$ cat src/hw/rtl/b32d_pkg.sv
// b32d_pkg: types, constants and codes shared by the base32 stream decoder
// holds the result kind codes, the queue entry layout and the default queue depth
// no dependencies
package b32d_pkg;

   localparam int CHAR_W              = 8;
   localparam int BYTE_W              = 8;
   localparam int TOTAL_W             = 32;
   localparam int SYM_W               = 5;
   localparam int QUEUE_DEPTH_DEFAULT = 4;

   localparam logic [CHAR_W-1:0] CHAR_UPPER_A = 8'h41;
   localparam logic [CHAR_W-1:0] CHAR_UPPER_Z = 8'h5A;
   localparam logic [CHAR_W-1:0] CHAR_LOWER_A = 8'h61;
   localparam logic [CHAR_W-1:0] CHAR_LOWER_Z = 8'h7A;
   localparam logic [CHAR_W-1:0] CHAR_DIGIT_2 = 8'h32;
   localparam logic [CHAR_W-1:0] CHAR_DIGIT_7 = 8'h37;
   localparam logic [SYM_W-1:0]  DIGIT_BASE   = 5'd26;

   typedef enum logic [1:0] {
      KIND_DATA     = 2'd0,
      KIND_END_OK   = 2'd1,
      KIND_BAD_CHAR = 2'd2,
      KIND_BAD_LEN  = 2'd3
   } kind_type;

   // one accepted character's results: an optional byte, then an optional end result
   typedef struct packed {
      logic                byte_valid;
      logic [BYTE_W-1:0]   byte_value;
      logic                end_valid;
      kind_type            end_kind;
      logic [TOTAL_W-1:0]  total;
   } entry_type;

endpackage

$ cat src/hw/rtl/base32_stream_decoder_unit.sv
// base32_stream_decoder_unit: top level of the unpadded base32 stream decoder
// depends on b32d_pkg, b32d_front, b32d_queue and b32d_back
//
// takes one base32 character per item on req_ (tlast marks the end of a string) and returns
// decoded bytes and one end result per string on rsp_; an item is taken every cycle while
// the entry queue has room; the first result of a character passes the entry queue and the
// output register before it is offered on rsp_, and a second result of the same character follows it;
// the result port delivers one item per cycle while rsp_tready is high, so strings sustain one
// character per cycle; no clearing pass after reset
module base32_stream_decoder_unit #(
   parameter int QUEUE_DEPTH = b32d_pkg::QUEUE_DEPTH_DEFAULT
) (
   input  logic                                            clock,
   input  logic                                            reset,
   input  logic                                            req_tvalid,
   output logic                                            req_tready,
   input  logic [b32d_pkg::CHAR_W-1:0]                     req_tdata,  // char_in
   input  logic                                            req_tlast,  // end_of_string
   output logic                                            rsp_tvalid,
   input  logic                                            rsp_tready,
   output logic [b32d_pkg::BYTE_W+b32d_pkg::TOTAL_W-1:0]   rsp_tdata,  // byte_value, byte_total
   output logic [1:0]                                      rsp_tuser,  // kind
   output logic                                            rsp_tlast   // last
);

   logic                  queue_full;
   logic                  push;
   b32d_pkg::entry_type   push_entry;
   logic                  pop;
   logic                  head_valid;
   b32d_pkg::entry_type   head_entry;

   b32d_front u_front (
      .clock      (clock),
      .reset      (reset),
      .req_tvalid (req_tvalid),
      .req_tready (req_tready),
      .req_tdata  (req_tdata),
      .req_tlast  (req_tlast),
      .queue_full (queue_full),
      .push       (push),
      .push_entry (push_entry)
   );

   b32d_queue #(
      .DEPTH (QUEUE_DEPTH)
   ) u_queue (
      .clock      (clock),
      .reset      (reset),
      .push       (push),
      .push_entry (push_entry),
      .pop        (pop),
      .full       (queue_full),
      .head_valid (head_valid),
      .head_entry (head_entry)
   );

   b32d_back u_back (
      .clock      (clock),
      .reset      (reset),
      .head_valid (head_valid),
      .head_entry (head_entry),
      .pop        (pop),
      .rsp_tvalid (rsp_tvalid),
      .rsp_tready (rsp_tready),
      .rsp_tdata  (rsp_tdata),
      .rsp_tuser  (rsp_tuser),
      .rsp_tlast  (rsp_tlast)
   );

endmodule

$ cat src/hw/rtl/b32d_front.sv
// b32d_front: accepts characters, classifies them and runs the bit accumulator
// pushes one queue entry per item that gives any result
// depends on b32d_pkg
module b32d_front (
   input  logic                          clock,
   input  logic                          reset,
   input  logic                          req_tvalid,
   output logic                          req_tready,
   input  logic [b32d_pkg::CHAR_W-1:0]   req_tdata,  // char_in
   input  logic                          req_tlast,  // end_of_string
   input  logic                          queue_full,
   output logic                          push,
   output b32d_pkg::entry_type           push_entry
);

   logic [6:0]                     store_ff, store_in;
   logic [2:0]                     held_ff, held_in;
   logic [2:0]                     phase_ff, phase_in;
   logic                           skip_ff, skip_in;
   logic [b32d_pkg::TOTAL_W-1:0]   count_ff, count_in;

   logic                           accept;
   logic                           sym_ok;
   logic [b32d_pkg::SYM_W-1:0]     sym_v;
   logic [b32d_pkg::CHAR_W-1:0]    diff;
   logic [11:0]                    acc;
   logic [11:0]                    mask;
   logic [3:0]                     bits;
   logic [2:0]                     sh;
   logic                           emit;
   logic [b32d_pkg::BYTE_W-1:0]    byte_val;
   logic [b32d_pkg::TOTAL_W-1:0]   count_inc;
   logic [2:0]                     phase_next;
   logic                           len_ok;

   assign req_tready = !queue_full;
   assign accept     = req_tvalid && req_tready;

   always_comb begin
      sym_ok = 1'b1;
      diff   = '0;
      sym_v  = '0;
      priority if (req_tdata >= b32d_pkg::CHAR_UPPER_A && req_tdata <= b32d_pkg::CHAR_UPPER_Z) begin
         diff  = req_tdata - b32d_pkg::CHAR_UPPER_A;
         sym_v = diff[b32d_pkg::SYM_W-1:0];
      end else if (req_tdata >= b32d_pkg::CHAR_LOWER_A && req_tdata <= b32d_pkg::CHAR_LOWER_Z) begin
         diff  = req_tdata - b32d_pkg::CHAR_LOWER_A;
         sym_v = diff[b32d_pkg::SYM_W-1:0];
      end else if (req_tdata >= b32d_pkg::CHAR_DIGIT_2 && req_tdata <= b32d_pkg::CHAR_DIGIT_7) begin
         diff  = req_tdata - b32d_pkg::CHAR_DIGIT_2;
         sym_v = diff[b32d_pkg::SYM_W-1:0] + b32d_pkg::DIGIT_BASE;
      end else begin
         sym_ok = 1'b0;
      end
   end

   always_comb begin
      acc        = {store_ff, sym_v};
      bits       = {1'b0, held_ff} + 4'd5;
      emit       = bits >= 4'd8;
      sh         = 3'(bits - 4'd8);
      byte_val   = 8'(acc >> sh);
      mask       = 12'((12'd1 << sh) - 12'd1);
      count_inc  = (count_ff == '1) ? count_ff : count_ff + 1'b1;
      phase_next = phase_ff + 3'd1;
      len_ok     = (phase_next == 3'd0) || (phase_next == 3'd2) || (phase_next == 3'd4)
                || (phase_next == 3'd5) || (phase_next == 3'd7);
   end

   always_comb begin
      store_in   = store_ff;
      held_in    = held_ff;
      phase_in   = phase_ff;
      skip_in    = skip_ff;
      count_in   = count_ff;
      push       = 1'b0;
      push_entry = '{byte_valid: 1'b0, byte_value: '0, end_valid: 1'b0,
                     end_kind: b32d_pkg::KIND_END_OK, total: count_ff};
      if (accept) begin
         priority if (skip_ff) begin
            if (req_tlast) begin
               skip_in = 1'b0;
            end
         end else if (!sym_ok) begin
            push                = 1'b1;
            push_entry.end_valid = 1'b1;
            push_entry.end_kind  = b32d_pkg::KIND_BAD_CHAR;
            skip_in             = !req_tlast;
         end else begin
            push                  = emit || req_tlast;
            push_entry.byte_valid = emit;
            push_entry.byte_value = byte_val;
            push_entry.end_valid  = req_tlast;
            push_entry.end_kind   = len_ok ? b32d_pkg::KIND_END_OK : b32d_pkg::KIND_BAD_LEN;
            push_entry.total      = emit ? count_inc : count_ff;
            store_in              = emit ? 7'(acc & mask) : acc[6:0];
            held_in               = emit ? sh : bits[2:0];
            count_in              = emit ? count_inc : count_ff;
            phase_in              = phase_next;
         end
         if (req_tlast) begin
            store_in = '0;
            held_in  = '0;
            phase_in = '0;
            count_in = '0;
         end
      end
   end

   always_ff @(posedge clock) begin
      if (reset) begin
         store_ff <= '0;
         held_ff  <= '0;
         phase_ff <= '0;
         skip_ff  <= 1'b0;
         count_ff <= '0;
      end else begin
         store_ff <= store_in;
         held_ff  <= held_in;
         phase_ff <= phase_in;
         skip_ff  <= skip_in;
         count_ff <= count_in;
      end
   end

endmodule

$ cat src/hw/rtl/b32d_queue.sv
// b32d_queue: short queue of result entries between front and back
// depends on b32d_pkg
module b32d_queue #(
   parameter int DEPTH = b32d_pkg::QUEUE_DEPTH_DEFAULT
) (
   input  logic                  clock,
   input  logic                  reset,
   input  logic                  push,
   input  b32d_pkg::entry_type   push_entry,
   input  logic                  pop,
   output logic                  full,
   output logic                  head_valid,
   output b32d_pkg::entry_type   head_entry
);

   localparam int PTR_W = (DEPTH > 1) ? $clog2(DEPTH) : 1;
   localparam int CNT_W = $clog2(DEPTH + 1);

   b32d_pkg::entry_type   mem_ff [DEPTH];
   logic [PTR_W-1:0]      head_ff, head_in;
   logic [PTR_W-1:0]      tail_ff, tail_in;
   logic [CNT_W-1:0]      count_ff, count_in;

   assign full       = count_ff == CNT_W'(DEPTH);
   assign head_valid = count_ff != '0;
   assign head_entry = mem_ff[head_ff];

   always_comb begin
      head_in  = head_ff;
      tail_in  = tail_ff;
      count_in = count_ff;
      if (push) begin
         tail_in = (tail_ff == PTR_W'(DEPTH - 1)) ? '0 : tail_ff + 1'b1;
      end
      if (pop) begin
         head_in = (head_ff == PTR_W'(DEPTH - 1)) ? '0 : head_ff + 1'b1;
      end
      unique case ({push, pop})
         2'b10:   count_in = count_ff + 1'b1;
         2'b01:   count_in = count_ff - 1'b1;
         default: count_in = count_ff;
      endcase
   end

   always_ff @(posedge clock) begin
      if (reset) begin
         head_ff  <= '0;
         tail_ff  <= '0;
         count_ff <= '0;
      end else begin
         head_ff  <= head_in;
         tail_ff  <= tail_in;
         count_ff <= count_in;
      end
   end

   always_ff @(posedge clock) begin
      if (push) begin
         mem_ff[tail_ff] <= push_entry;
      end
   end

`ifndef SYNTHESIS
   a_count_bound: assert property (@(posedge clock) disable iff (reset)
      count_ff <= CNT_W'(DEPTH))
      else $error("queue count beyond depth");
   a_no_push_full: assert property (@(posedge clock) disable iff (reset)
      !(push && full))
      else $error("item pushed into full queue");
   a_no_pop_empty: assert property (@(posedge clock) disable iff (reset)
      !(pop && !head_valid))
      else $error("pop from empty queue");
`endif

endmodule

$ cat src/hw/rtl/b32d_back.sv
// b32d_back: unpacks queue entries into result items behind an output register
// depends on b32d_pkg
module b32d_back (
   input  logic                                            clock,
   input  logic                                            reset,
   input  logic                                            head_valid,
   input  b32d_pkg::entry_type                             head_entry,
   output logic                                            pop,
   output logic                                            rsp_tvalid,
   input  logic                                            rsp_tready,
   output logic [b32d_pkg::BYTE_W+b32d_pkg::TOTAL_W-1:0]   rsp_tdata,  // byte_value, byte_total
   output logic [1:0]                                      rsp_tuser,  // kind
   output logic                                            rsp_tlast   // last
);

   logic                             valid_ff, valid_in;
   logic                             beat_ff, beat_in;
   logic                             load;
   logic [b32d_pkg::BYTE_W-1:0]      byte_ff, byte_in;
   logic [b32d_pkg::TOTAL_W-1:0]     total_ff, total_in;
   b32d_pkg::kind_type               kind_ff, kind_in;
   logic                             last_ff, last_in;

   assign load = !valid_ff || rsp_tready;

   always_comb begin
      valid_in = valid_ff && !rsp_tready;
      beat_in  = beat_ff;
      pop      = 1'b0;
      byte_in  = byte_ff;
      total_in = total_ff;
      kind_in  = kind_ff;
      last_in  = last_ff;
      if (load && head_valid) begin
         valid_in = 1'b1;
         total_in = head_entry.total;
         if (head_entry.byte_valid && !beat_ff) begin
            byte_in = head_entry.byte_value;
            kind_in = b32d_pkg::KIND_DATA;
            last_in = 1'b0;
            if (head_entry.end_valid) begin
               beat_in = 1'b1;
            end else begin
               pop = 1'b1;
            end
         end else begin
            byte_in = '0;
            kind_in = head_entry.end_kind;
            last_in = 1'b1;
            beat_in = 1'b0;
            pop     = 1'b1;
         end
      end
   end

   always_ff @(posedge clock) begin
      if (reset) begin
         valid_ff <= 1'b0;
         beat_ff  <= 1'b0;
      end else begin
         valid_ff <= valid_in;
         beat_ff  <= beat_in;
      end
   end

   always_ff @(posedge clock) begin
      byte_ff  <= byte_in;
      total_ff <= total_in;
      kind_ff  <= kind_in;
      last_ff  <= last_in;
   end

   assign rsp_tvalid = valid_ff;
   assign rsp_tdata  = {total_ff, byte_ff};
   assign rsp_tuser  = kind_ff;
   assign rsp_tlast  = last_ff;

`ifndef SYNTHESIS
   a_last_by_kind: assert property (@(posedge clock) disable iff (reset)
      rsp_tvalid |-> (rsp_tlast == (kind_ff != b32d_pkg::KIND_DATA)))
      else $error("last flag does not match result kind");
   a_byte_zero: assert property (@(posedge clock) disable iff (reset)
      (rsp_tvalid && kind_ff != b32d_pkg::KIND_DATA) |-> (byte_ff == '0))
      else $error("end result carries a byte value");
`endif

endmodule

$ cat config.mk
export PLATFORM = sky130hd
export DESIGN_NAME = base32_stream_decoder_unit
export DESIGN_NICKNAME = d
export VERILOG_FILES = /design/src/hw/rtl/b32d_pkg.sv /design/src/hw/rtl/base32_stream_decoder_unit.sv /design/src/hw/rtl/b32d_front.sv /design/src/hw/rtl/b32d_queue.sv /design/src/hw/rtl/b32d_back.sv
export SDC_FILE = /design/constraint.sdc
export NUM_CORES = 1
export LEC_CHECK = 0
export BUFFER_PORTS_ARGS = -buffer_cell sky130_fd_sc_hd__buf_2
export CAP_MARGIN = 15
export CORE_MARGIN = 3
export CORE_UTILIZATION = 60
export DETAILED_ROUTE_END_ITERATION = 7
export PLACE_DENSITY = 0.8
export SYNTH_ARGS = -nofsm -noshare
export SYNTH_HDL_FRONTEND = slang
export SYNTH_HIERARCHICAL = 1
export SYNTH_SLANG_ARGS = --single-unit
$ cat constraint.sdc
create_clock -name clock -period 8 [get_ports clock]
set_input_delay 0 -clock clock [delete_from_list [all_inputs] [get_ports clock]]
set_output_delay 0 -clock clock [all_outputs]
set_load 0.01 [all_outputs]
==> results <==
- The core region area is 19700 um^2.
- During placement, the flow inserted port buffers numbering 57.
- The worst clock skew on the final layout is 16.7 ps.
- The number of antenna diodes is 0.
- The endpoint identified for the worst register-to-register timing path is u_front/held_ff[0].
- At the pin with the least slew margin, the transition time is 1130 ps.
- The clock transition at the register clock pins on the worst setup and hold paths after CTS is 60 ps.
- The synthesized design devotes to its leading area cell type 53.9% of total area.
- The number of distinct library cell variants in the gate-level netlist after synthesis is 69.
- The number of nets in the layout is 955.
- The overall die area is 22100 um^2.
- Across the run, the number of max-cap violations was 0.
- The kind of launch point of the worst setup path is a flip-flop.
- The count of pins over their slew limit was 0.
- The cell sitting at the root of the clock tree is a sky130_fd_sc_hd__clkbuf_16.
- Data on the critical path is required at its endpoint by 8470 ps.
- In this run the cell area of the synthesized design comes to 12200 um^2.
- The critical path is of the reg -> reg type.
- The design draws 3.96 mW.
- The post-synthesis simple-gate area fraction is 11.6%.
- Sequential elements use 63.2% of the synthesized area.
- Along the worst hold path, the cell count comes to 3.
- The horizontal die dimension is 149 um.
- In this run the worst path has a maximum fanout of 35.
- The highest ir drop seen on vdd is 0.204 mV.
- Entering global routing, the biggest net connects 44 pins.
- The number of global-route vias before repair was 7181.
- The post-DP HPWL is 15500 um.
- The DRC violations left is 0.
- Once the floorplan was initialized, standard cells occupied 61.9% of the core.
- For this run, the leading register cell type out of synthesis is sky130_fd_sc_hd__edfxtp_1.
- The critical path capture point type is a flip-flop.
- The largest area contributor in the synthesized netlist is sky130_fd_sc_hd__edfxtp_1.
- In this run, post-CTS repair resized a total of 0 instances.
- Summing the areas of all xor and xnor instances in the mapped netlist gives 3.09% of the synthesized area.
- The post-synthesis net count is 907.
- Synthesis inferred 276 register bits.
- The final critical-path share of the clock period is 48.0%.
- Setup total negative slack on the finished layout was measured at 0 ps.
- The worst register-to-register path has a setup slack of 4160 ps.
- Following the worst setup path forward leads to its endpoint at u_front/held_ff[0].
- Setup repair after global routing left no endpoint under its margin.
- The detail-routed net length per standard cell is 20.0 um.
- The worst register-to-register path begins at u_queue/count_ff[0].
- The count of final hold-check violations is 0.
- Dividing the synthesized area by the synthesized cell count gives 14.0 um^2.
- The upper clock frequency limit is 261 MHz.
- The dominant combinational cell family by area after synthesis is simple AND/OR/NAND/NOR gates.
- Measured against the total synthesized area, the mux share comes to 9.43%.
- The DRC marker count from the first detailed-route iteration is 735.
- The buffer depth of the longest clock path is 3.
- The synthesis-to-finish area growth is 10.6%.
- Row generation in the floorplan step produced 51 rows.
- In this run the number of H-tree levels came out at 1.
- TritonCTS built the clock tree.
- For this run the aggregate overflow at the end of global routing stands at 0.
- The number of sinks driven by the clock tree is 276.
- The flow ran to the end, and the final reports show no timing, DRC or antenna violations.
- The detailed-routing iteration count for the pre-antenna-repair pass is 5.
- For this block, the via count after detailed routing is 7455.
- The clock latency on the worst-skew pair is 540 ps.
- Setup violations remaining at the end of the flow were counted as 0.
- The synthesized instance count is 873.
- The complex-gate fraction of the synthesized area is 7.31%.
- The worst endpoint data arrival time is 4300 ps.
- The count of boundary I/O pins is 58.
- Routability-driven placement finished with a final weighted congestion of 0.900.
- The buffers inserted during post-CTS setup optimization is 0.
- The worst hold-check slack is 28.2 ps.
- Summed over all layers, the routed wires come to 24100 um.
- The die is 149 um tall.
- In the synthesized netlist the async set-or-reset flop fraction comes to 0%.
- The first-pass GRT wire length is 38700 um.
- The relative max-transition margin is 24.6%.
- Counting the fill cells in the layout gives 1330.
- The detail-routed via count per cell is 6.18.
- The number of buffers inserted during clock tree synthesis is 27.
- The count of synthesis-stage warnings from yosys is 6.
- Yosys mapped a number of flops with a built-in enable equal to 219.
- The number of antenna violations at the first check in global routing is 0.
- The layout cell share with drive strength beyond 1 is 18.8%.
- The analysis attributes to cell leakage a power of 4.63 nW.
- The remaining number of nets flagged by the antenna check after routing is 0.
- For this design the ratio of total power to cell area is 293 nW/um^2.
- The kind of path behind the tightest hold check is in -> reg.
- For the finished layout, the period the worst path requires is 3840 ps.
- Yosys attributes the largest share of cell area to sky130_fd_sc_hd__edfxtp_1, sky130_fd_sc_hd__dfxtp_1, sky130_fd_sc_hd__mux4_2.
- The worst reg-to-reg path cell count is 6.
- Summing the areas of all fa, ha and maj instances in the mapped netlist gives 2.21% of the synthesized area.
- Tracing the worst setup path back leads to its startpoint at u_queue/count_ff[0].
- The global routing usage summed across all routing layers is 22.1%.
layer usage:
layer / track usage [%] / vias to the layer above / wire [um]
li1: - / 3473 / -
met1: 31.2 / 3672 / 10200
met2: 37.1 / 266 / 11900
met3: 3.05 / 44 / 1590
met4: 5.27 / 0 / 414
met5: 0 / - / 0
layout by cell type (no fill, tap or decap), types with 12 or more instances in the layout:
master and n:
sky130_fd_sc_hd__edfxtp_1 219, sky130_fd_sc_hd__o21ai_0 29, sky130_fd_sc_hd__nand3_1 40, sky130_fd_sc_hd__mux4_2 40
sky130_fd_sc_hd__a21oi_1 24, sky130_fd_sc_hd__a31oi_1 19, sky130_fd_sc_hd__xor2_1 25, sky130_fd_sc_hd__nor3_1 17
sky130_fd_sc_hd__o211ai_1 18, sky130_fd_sc_hd__xnor2_1 18, sky130_fd_sc_hd__buf_4 12, sky130_fd_sc_hd__ha_1 20
sky130_fd_sc_hd__clkbuf_16 27, sky130_fd_sc_hd__nand2_1 62, sky130_fd_sc_hd__nand4_1 17, sky130_fd_sc_hd__nor2_1 45
sky130_fd_sc_hd__or4_1 12, sky130_fd_sc_hd__inv_1 17, sky130_fd_sc_hd__buf_2 57, sky130_fd_sc_hd__dfxtp_1 55
registers in the layout (all words and copies together) (netlist names), named ones only:
name	count
u_queue/head_ff	2
u_back/beat_ff	1
u_queue/mem_ff	176
u_back/byte_ff	8
u_back/total_ff	32
u_back/rsp_tuser	2
u_front/count_ff	32
u_back/rsp_tvalid	1
u_queue/tail_ff	2
u_front/held_ff	3
u_front/store_ff	7
u_queue/count_ff	3
u_back/rsp_tlast	1
u_front/phase_ff	3
u_front/skip_ff	1
synth_stat cells (5+ instances only):
master                     instances
sky130_fd_sc_hd__nor3_1           18
sky130_fd_sc_hd__and3_1            7
sky130_fd_sc_hd__or4_1            12
sky130_fd_sc_hd__dfxtp_1          57
sky130_fd_sc_hd__nor2b_1           5
sky130_fd_sc_hd__nor4_1            8
sky130_fd_sc_hd__nor3b_1           5
sky130_fd_sc_hd__o21ai_0          29
sky130_fd_sc_hd__buf_2            18
sky130_fd_sc_hd__xor2_1           25
sky130_fd_sc_hd__a21oi_1          25
sky130_fd_sc_hd__a31oi_1          19
sky130_fd_sc_hd__mux2i_1          10
sky130_fd_sc_hd__nand3_1          40
sky130_fd_sc_hd__nand2_1          62
sky130_fd_sc_hd__clkbuf_1         23
sky130_fd_sc_hd__nor2_1           46
sky130_fd_sc_hd__and2_1           14
sky130_fd_sc_hd__a21o_1            5
sky130_fd_sc_hd__nand2b_1          7
sky130_fd_sc_hd__xnor2_1          18
sky130_fd_sc_hd__edfxtp_1        219
sky130_fd_sc_hd__or3_1             8
sky130_fd_sc_hd__ha_1             20
sky130_fd_sc_hd__inv_1            17
sky130_fd_sc_hd__nand4_1          17
sky130_fd_sc_hd__o211ai_1         18
sky130_fd_sc_hd__mux4_2           40
where the power goes:
group | switching [mW] | internal (mW) | total [mW] | leakage [nW]
clock | 0.511 | 0.685 | 1.20 | 0.415
sequential | 0.0956 | 1.83 | 1.93 | 2.46
combinational | 0.475 | 0.362 | 0.837 | 1.76
total | 1.08 | 2.88 | 3.96 | 4.63
area by class of cell:
| type | count | area [um^2] | share of cell area (%) |
|---|---|---|---|
| Clock buffer | 38 | 747 | 5.53 |
| Multi-Input combinational cell | 525 | 4130 | 30.6 |
| Timing Repair Buffer | 73 | 415 | 3.08 |
| Tap cell | 265 | 332 | 2.46 |
| Inverter | 18 | 67.6 | 0.500 |
| Sequential cell | 276 | 7720 | 57.2 |
| Clock inverter | 11 | 91.3 | 0.676 |
worst min path at each step:
stage | from | end | slack [ps]
3_3_place_gp | reset | u_queue/count_ff[0] | 350
2_1_floorplan | reset | u_back/beat_ff | 70
3_5_place_dp | rsp_tready | u_back/rsp_tvalid | 350
5_1_grt | req_tlast | u_queue/mem_ff[2][34] | 40
4_1_cts | req_tlast | u_queue/mem_ff[2][34] | 20
6_report | req_tlast | u_queue/mem_ff[2][34] | 30
cells by family after synthesis:
| family | after synthesis |
|---|---|
| simple gates | 268 |
| buf+inv | 72 |
| xor+xnor | 43 |
| fa+ha+maj | 21 |
| flops | 276 |
| mux | 58 |
| compound gates | 135 |
worst max-delay path: stages (launching register included):
cell,delay [ps]
sky130_fd_sc_hd__dfxtp_1,420
sky130_fd_sc_hd__nor3b_1,90
sky130_fd_sc_hd__nor2b_1,330
sky130_fd_sc_hd__nand2b_1,580
sky130_fd_sc_hd__or3_1,980
sky130_fd_sc_hd__a21oi_1,1050
sky130_fd_sc_hd__mux2_2,310
through the flow:
stage,cell area (um^2),instances,setup slack (ps),util [%]
after floorplan,12200,873,4960,-
after global placement,12600,1153,4380,64.0
after detailed placement,12600,1153,4240,64.0
after CTS,13500,1206,4220,68.5
after global routing,13500,1206,3890,68.5
final,13500,1206,4160,68.5
timing repair:
item | CTS | global route
hold buffers | 4 | 0
setup endpoints to repair | 0 | 0
hold endpoints to repair | 12 | 0
Power figures use the tool's default switching activity.
